==> src/rtl/pacd_pkg.sv <==
// shared constants and types for the phase accumulator clock divider
`timescale 1ns / 1ps
`default_nettype none

package pacd_pkg;

  localparam int unsigned CfgIdxW   = 2;
  localparam int unsigned CfgDataW  = 32;
  localparam int unsigned TimerW    = 16;
  localparam int unsigned GateTapsW = 10;

  typedef enum logic [CfgIdxW-1:0] {
    CfgPhaseInc   = 2'd0,
    CfgGateTicks  = 2'd1,
    CfgShortTicks = 2'd2,
    CfgLongTicks  = 2'd3
  } cfg_reg_e;

  localparam logic [CfgDataW-1:0] PhaseIncRst   = 32'd2147484;
  localparam logic [TimerW-1:0]   GateTicksRst  = 16'd480;
  localparam logic [TimerW-1:0]   ShortTicksRst = 16'd48;
  localparam logic [TimerW-1:0]   LongTicksRst  = 16'd480;

  typedef logic [TimerW-1:0] timer_t;

endpackage

`default_nettype wire

==> src/rtl/phase_accumulator_clock_divider.sv <==
// phase accumulator clock generator with binary divider taps
`timescale 1ns / 1ps
`default_nettype none

// One input transaction is one sample tick carrying the run and reset button
// levels; every tick yields exactly one result transaction. The block takes a
// tick in every cycle unless stalled: the accumulator, step counter and pulse
// timers are registered when the tick is accepted and the result appears in
// the output register in the next cycle. A new tick is accepted whenever the
// output register is empty or its result is being taken in the same cycle,
// so the sustained rate is one tick per cycle while the output is not stalled.
// A rising run edge toggles running and restarts the clock with the longer of
// the short and long reset pulses; a rising reset edge while running restarts
// it with the short pulse. Tap k of gate_taps is the gate pulse while the step
// count is a multiple of 2^k. Configuration writes are taken at any time and
// should be made while the block is idle.
module phase_accumulator_clock_divider #(
  parameter int unsigned TAP_COUNT  = 10,
  parameter int unsigned PHASE_BITS = 32
) (
  input  wire logic                           clk_i,
  input  wire logic                           rst_ni,
  input  wire logic                           cfg_we_i,
  input  wire logic [pacd_pkg::CfgIdxW-1:0]   cfg_idx_i,
  input  wire logic [pacd_pkg::CfgDataW-1:0]  cfg_data_i,
  input  wire logic                           in_valid_i,
  output logic                                in_stall_o,
  input  wire logic                           run_button_i,
  input  wire logic                           reset_button_i,
  output logic                                out_valid_o,
  input  wire logic                           out_stall_i,
  output logic [pacd_pkg::GateTapsW-1:0]      gate_taps_o,
  output logic                                reset_pulse_o,
  output logic                                running_flag_o
);
  import pacd_pkg::*;

  localparam int unsigned StepW = (TAP_COUNT > 1) ? TAP_COUNT - 1 : 1;
  localparam int unsigned SumW  = ((PHASE_BITS > CfgDataW) ? PHASE_BITS : CfgDataW) + 1;

  function automatic timer_t max_t(input timer_t a, input timer_t b);
    return (a > b) ? a : b;
  endfunction

  // configuration registers
  logic [CfgDataW-1:0] phase_inc_q;
  timer_t              gate_ticks_q;
  timer_t              short_ticks_q;
  timer_t              long_ticks_q;

  always_ff @(posedge clk_i or negedge rst_ni) begin
    if (!rst_ni) begin
      phase_inc_q   <= PhaseIncRst;
      gate_ticks_q  <= GateTicksRst;
      short_ticks_q <= ShortTicksRst;
      long_ticks_q  <= LongTicksRst;
    end else if (cfg_we_i) begin
      case (cfg_idx_i)
        CfgPhaseInc:   phase_inc_q   <= cfg_data_i;
        CfgGateTicks:  gate_ticks_q  <= cfg_data_i[TimerW-1:0];
        CfgShortTicks: short_ticks_q <= cfg_data_i[TimerW-1:0];
        CfgLongTicks:  long_ticks_q  <= cfg_data_i[TimerW-1:0];
        default: ;
      endcase
    end
  end

  // clock state
  logic                  running_q, running_d;
  logic [PHASE_BITS-1:0] phase_q, phase_d;
  logic [StepW-1:0]      step_q, step_d;
  timer_t                gate_rem_q, gate_rem_d;
  timer_t                reset_rem_q, reset_rem_d;
  logic                  run_prev_q;
  logic                  reset_prev_q, reset_prev_d;

  logic                  in_accept;
  logic                  run_edge;
  logic                  man_edge;
  logic                  restart;
  logic [PHASE_BITS-1:0] phase_base;
  logic [StepW-1:0]      step_base;
  logic [SumW-1:0]       sum;
  logic                  carry;
  timer_t                reset_start;
  timer_t                gate_start;
  logic                  rst_on;
  logic                  gate_on;
  logic [GateTapsW-1:0]  taps;
  logic [15:0]           step_ext;

  assign in_stall_o = out_valid_o && out_stall_i;
  assign in_accept  = in_valid_i && !in_stall_o;

  always_comb begin
    run_edge     = run_button_i && !run_prev_q;
    running_d    = running_q ^ run_edge;
    man_edge     = running_d && reset_button_i && !reset_prev_q;
    reset_prev_d = running_d ? reset_button_i : reset_prev_q;
    restart      = run_edge || man_edge;

    phase_base = restart ? '0 : phase_q;
    step_base  = restart ? '0 : step_q;

    sum   = SumW'(phase_base) + SumW'(phase_inc_q);
    carry = running_d && (|sum[SumW-1:PHASE_BITS]);

    phase_d = running_d ? sum[PHASE_BITS-1:0] : phase_base;
    if (carry) begin
      step_d = (TAP_COUNT > 1) ? step_base + StepW'(1) : '0;
    end else begin
      step_d = step_base;
    end

    // run toggle starts both pulses, timer keeps the largest
    reset_start = reset_rem_q;
    if (run_edge) begin
      reset_start = max_t(reset_start, max_t(short_ticks_q, long_ticks_q));
    end
    if (man_edge) begin
      reset_start = max_t(reset_start, short_ticks_q);
    end
    gate_start = carry ? max_t(gate_rem_q, gate_ticks_q) : gate_rem_q;

    rst_on      = (reset_start != '0);
    gate_on     = (gate_start != '0);
    reset_rem_d = rst_on ? reset_start - timer_t'(1) : reset_start;
    gate_rem_d  = gate_on ? gate_start - timer_t'(1) : gate_start;

    step_ext = 16'(step_d);
    taps     = '0;
    for (int k = 0; k < GateTapsW; k++) begin
      if (k < TAP_COUNT) begin
        taps[k] = gate_on && ((step_ext & ((16'd1 << k) - 16'd1)) == 16'd0);
      end
    end
  end

  always_ff @(posedge clk_i or negedge rst_ni) begin
    if (!rst_ni) begin
      running_q    <= 1'b1;
      phase_q      <= '0;
      step_q       <= '0;
      gate_rem_q   <= '0;
      reset_rem_q  <= '0;
      run_prev_q   <= 1'b0;
      reset_prev_q <= 1'b0;
    end else if (in_accept) begin
      running_q    <= running_d;
      phase_q      <= phase_d;
      step_q       <= step_d;
      gate_rem_q   <= gate_rem_d;
      reset_rem_q  <= reset_rem_d;
      run_prev_q   <= run_button_i;
      reset_prev_q <= reset_prev_d;
    end
  end

  // output register
  always_ff @(posedge clk_i or negedge rst_ni) begin
    if (!rst_ni) begin
      out_valid_o <= 1'b0;
    end else if (in_accept) begin
      out_valid_o <= 1'b1;
    end else if (!out_stall_i) begin
      out_valid_o <= 1'b0;
    end
  end

  always_ff @(posedge clk_i) begin
    if (in_accept) begin
      gate_taps_o    <= taps;
      reset_pulse_o  <= rst_on;
      running_flag_o <= running_d;
    end
  end

`ifndef NO_ASSERTIONS
  // every accepted tick leaves a result in the output register
  assert property (@(posedge clk_i) disable iff (!rst_ni)
    in_accept |=> out_valid_o)
    else $error("accepted tick produced no result");

  // running only changes when a tick is accepted
  assert property (@(posedge clk_i) disable iff (!rst_ni)
    !in_accept |=> $stable(running_q))
    else $error("running state changed without a tick");

  // any active divided tap implies the undivided tap is active
  assert property (@(posedge clk_i) disable iff (!rst_ni)
    out_valid_o && (gate_taps_o != '0) |-> gate_taps_o[0])
    else $error("divided tap active without base tap");

  // shown running flag matches the stored state
  assert property (@(posedge clk_i) disable iff (!rst_ni)
    out_valid_o |-> (running_flag_o == running_q))
    else $error("running flag out of step with state");
`endif

endmodule

`default_nettype wire
==> config.mk <==
export PLATFORM = sky130hd
export DESIGN_NAME = phase_accumulator_clock_divider
export DESIGN_NICKNAME = d
export VERILOG_FILES = /design/src/rtl/pacd_pkg.sv /design/src/rtl/phase_accumulator_clock_divider.sv
export SDC_FILE = /design/constraint.sdc
export NUM_CORES = 1
export LEC_CHECK = 0
export BUFFER_PORTS_ARGS = -buffer_cell sky130_fd_sc_hd__buf_2
export CORE_MARGIN = 2
export CORE_UTILIZATION = 25
export CTS_CLUSTER_DIAMETER = 60
export DETAILED_ROUTE_END_ITERATION = 7
export SLEW_MARGIN = 20
export SYNTH_ARGS = -nofsm -noshare
export SYNTH_HDL_FRONTEND = slang
export SYNTH_SLANG_ARGS = --single-unit
==> constraint.sdc <==
create_clock -name clk_i -period 15.7 [get_ports clk_i]
set_input_delay 3.14 -clock clk_i [delete_from_list [all_inputs] [get_ports clk_i]]
set_output_delay 3.14 -clock clk_i [all_outputs]
set_load 0.005 [all_outputs]
==> metrics.csv <==
stage,metric,value,unit
run_status,outcome,"finished, final reports clean",
critical_path,R2R Setup Slk,6930,ps
cts,H-tree depth,4,
floorplanning,Core ar.,46460,µm²
floorplanning,Top-Level Pins,55,
yosys,Post-Synthesis Mean Instance Area,9.523,µm²
cells_and_area,nets,1410,
critical_path,Stages on worst setup path,28,
placement,Final GP Congestion,0.8573,
critical_path,CP max-delay cell,nand2_2,
yosys,"Distinct cells, synth",81,
route,vias per cell,5.078,
sta,Final Cycle Share,60.77,%
cells_and_area,"commonest non-fill, non-tap cells in the layout","138 x dfrtp_1, 100 x nand2_1, 99 x ha_1, 89 x a21oi_1, 83 x mux2_2",
cells_and_area,Area growth syn-to-layout,12.94,%
critical_path,Critical Path Source Type,input port,
sta,final hold violations,0,
route,drc violations,0,
route,Routed WL per cell,16.58,µm
critical_path,crit-path max FO,39,
critical_path,worst r2r dst,reset_rem_q[0]$_DFFE_PN0P_,
route,initial DRC count,787,
global_route,largest net degree at the start of global routing,66,
critical_path,"Largest stage delay, worst path",510,ps
critical_path,Worst Path Arrival,9860,ps
yosys,number of synthesized flops with an enable pin,12,
placement,post-detail-place hpwl,23.11,mm
power_and_ir_drop,peak supply drop,0.06346,mV
yosys,syn nets,1374,
global_route,Total GRT Usage,13.27,%
critical_path,cell family with most CP delay,simple AND/OR/NAND/NOR gates,
placement,dpl cells,1857,
cells_and_area,"commonest non-fill, non-tap cell in the layout",dfrtp_1,
floorplanning,die boundary height,220.7,µm
critical_path,r2r startpoint,long_ticks_q[15]$_DFFE_PN0P_,
floorplanning,Die Outline Area,48720,µm²
cts,Root Buffer,clkbuf_16,
power_and_ir_drop,Power Density,168.7,nW/µm²
cts,# clock sinks,169,
sta,RSZ-0062 raised after global routing,false,
cells_and_area,filler instances,4841,
critical_path,data required time of the worst path,16020,ps
cts,TritonCTS clock tree,built,
cts,Worst-Skew Late Latency,460,ps
hold_path,Hold Path Class,reg2reg,
sta,Worst Clk Skew,13.15,ps
yosys,Mapped Area,11740,µm²
floorplanning,number of cell rows,79,
sta,max_slew headroom,27.20,%
cts,clock transition at the registers of the reported paths,70,ps
critical_path,Worst setup EP type,register,
route,final antenna-violating net count,0,
cells_and_area,ratio of cells with drive above 1 in the final layout,18.17,%
yosys,synth warn,0,
cells_and_area,Post-Layout Cell Count,1889,
placement,PortBufs,54,
cts,"Gates resized, CTS repair",0,
global_route,number of global-route vias before repair,9289,
sta,# setup viols final,0,
global_route,GR Overflow Total,0,
route,DRT Wirelength,31.32,mm
floorplanning,die width,220.7,µm
run,max-cap viol count,0,
critical_path,crit path to,gate_rem_q[14]$_DFFE_PN0P_,
critical_path,R2R cell count,28,
cts,Clock Path Buffers,2,
power_and_ir_drop,Static Leak,5.951,nW
sta,"Slew Viols, Final",0,
placement,placed cell area,12660,µm²
floorplanning,Starting Density,25.27,%
sta,fin crit period,9541,ps
yosys,Post-synth ARST share,92.90,%
global_route,global-route wire length before repair,50.74,mm
sta,Max Freq,104.8,MHz
critical_path,Crit Path Category,in2reg,
yosys,sequential-to-total area share from yosys stat,36.73,%
cells_and_area,n_diodes,0,
yosys,Cells after Synth,1233,
yosys,Main synth FF type,dfrtp_1,
cts,setup bufs post-CTS,0,
cts,CTS Hold Bufs,0,
sta,Least-Margin Pin Slew,1089,ps
cts,CTS buffer count,17,
critical_path,CP bufs+invs,4,
sta,setup_tns,0,ps
global_route,initial antenna violation count,2,
yosys,number of synthesized register bits,169,
critical_path,critical path launch point,run_button_i,
route,Vias,9593,
cells_and_area,Finished Cell Area,13260,µm²
route,1st-pass router iterations,6,
cell usage after synthesis (14+ instances only):
library cell / instances / area share (%)
inv_1: 69 / 2.2
mux2i_1: 28 / 2.4
dfrtp_1: 138 / 29
mux2_2: 83 / 8.0
xnor2_1: 14 / 1.0
xor2_1: 24 / 1.8
a21oi_1: 89 / 3.8
nand2_1: 100 / 3.2
o211ai_1: 14 / 0.90
clkbuf_1: 39 / 1.2
and3_1: 51 / 2.7
a31oi_1: 16 / 0.85
ha_1: 99 / 11
o21ai_0: 72 / 3.1
nand4_1: 17 / 0.91
nor3_1: 21 / 0.90
dfstp_2: 19 / 4.3
a21o_1: 43 / 2.7
nand3_1: 26 / 1.1
nor2_1: 67 / 2.1
final cells by class:
class | instances | area (µm²) | area share, %
Clock inverter | 14 | 168.9 | 1.274
Tap cell | 607 | 759.5 | 5.728
Timing Repair Buffer | 65 | 359.1 | 2.708
Multi-Input combinational cell | 946 | 6968 | 52.55
Sequential cell | 169 | 4313 | 32.53
Clock buffer | 18 | 429.2 | 3.236
Inverter | 70 | 262.8 | 1.982
worst min-delay path by stage:
stage | end | from | cells past startpoint | slack (ps)
floorplan | phase_q[16]$_DFFE_PN0P_ | phase_q[16]$_DFFE_PN0P_ | 2 | 440
global placement | phase_q[9]$_DFFE_PN0P_ | phase_q[9]$_DFFE_PN0P_ | 2 | 460
detailed placement | phase_q[5]$_DFFE_PN0P_ | phase_q[5]$_DFFE_PN0P_ | 2 | 460
CTS | phase_q[29]$_DFFE_PN0P_ | phase_q[29]$_DFFE_PN0P_ | 2 | 480
global route | phase_q[7]$_DFFE_PN0P_ | phase_q[7]$_DFFE_PN0P_ | 2 | 500
finish | phase_q[29]$_DFFE_PN0P_ | phase_q[29]$_DFFE_PN0P_ | 2 | 470
layer usage:
metal | vias to the layer above | global-route usage [%] | routed length, µm
met3 | 54 | 2.131 | 1277
met4 | 4 | 5.933 | 1032
met1 | 4686 | 17.74 | 14640
met2 | 229 | 21.05 | 14330
li1 | 4620 | - | -
met5 | - | 0 | 30
flip-flops by register name, summed over array words and instances (netlist names):
signal and cells:
running_q 1, phase_inc_q 32, reset_rem_q 16, short_ticks_q 16, long_ticks_q 16, phase_q 32, reset_pulse_o 1, reset_prev_q 1
running_flag_o 1, gate_ticks_q 16, run_prev_q 1, step_q 9, out_valid_o 1, gate_taps_o 10, gate_rem_q 16
logic make-up (layout without fill, tap and decap cells):
family                     Yosys count  after routing  share of synthesized area, %
AOI/OAI and AO/OA                  331            331                         18.97
xor gates and xnor gates            38             38                         2.835
adders and majority gates          100            100                         10.72
buffers and inverters              118            167                         4.007
DFF                                169            169                         36.73
muxes                              111            111                         10.35
and+or+nand+nor                    366            366                         16.39
worst register-to-register path, delay by kind of cell (launching register included):
kind | cells | cell delay (ps)
AO/OA/AOI/OAI | 10 | 3170
adder cells (fa/ha/maj) | 3 | 930
buffers and inverters | 3 | 640
flip-flops | 1 | 450
multiplexers | 1 | 340
AND/OR/NAND/NOR | 11 | 3140
where the power goes:
group	internal (mW)	total, mW	switching (mW)	leakage [nW]
clock network	0.239	0.437	0.198	0.291
registers	0.577	0.701	0.124	1.97
logic	0.475	1.10	0.624	3.69
per-stage QoR:
step	hold WS (ps)	power [mW]	util, %	worst slack (ps)
floorplan	440.3	1.514	-	7248
global placement	456.9	1.764	27.26	5949
detailed placement	462.3	1.795	27.26	5765
CTS	478.5	2.244	28.54	6224
global route	499.8	2.427	28.54	5438
finish	470.5	2.237	28.54	6159
No activity file was read; power rests on OpenSTA's default activity.
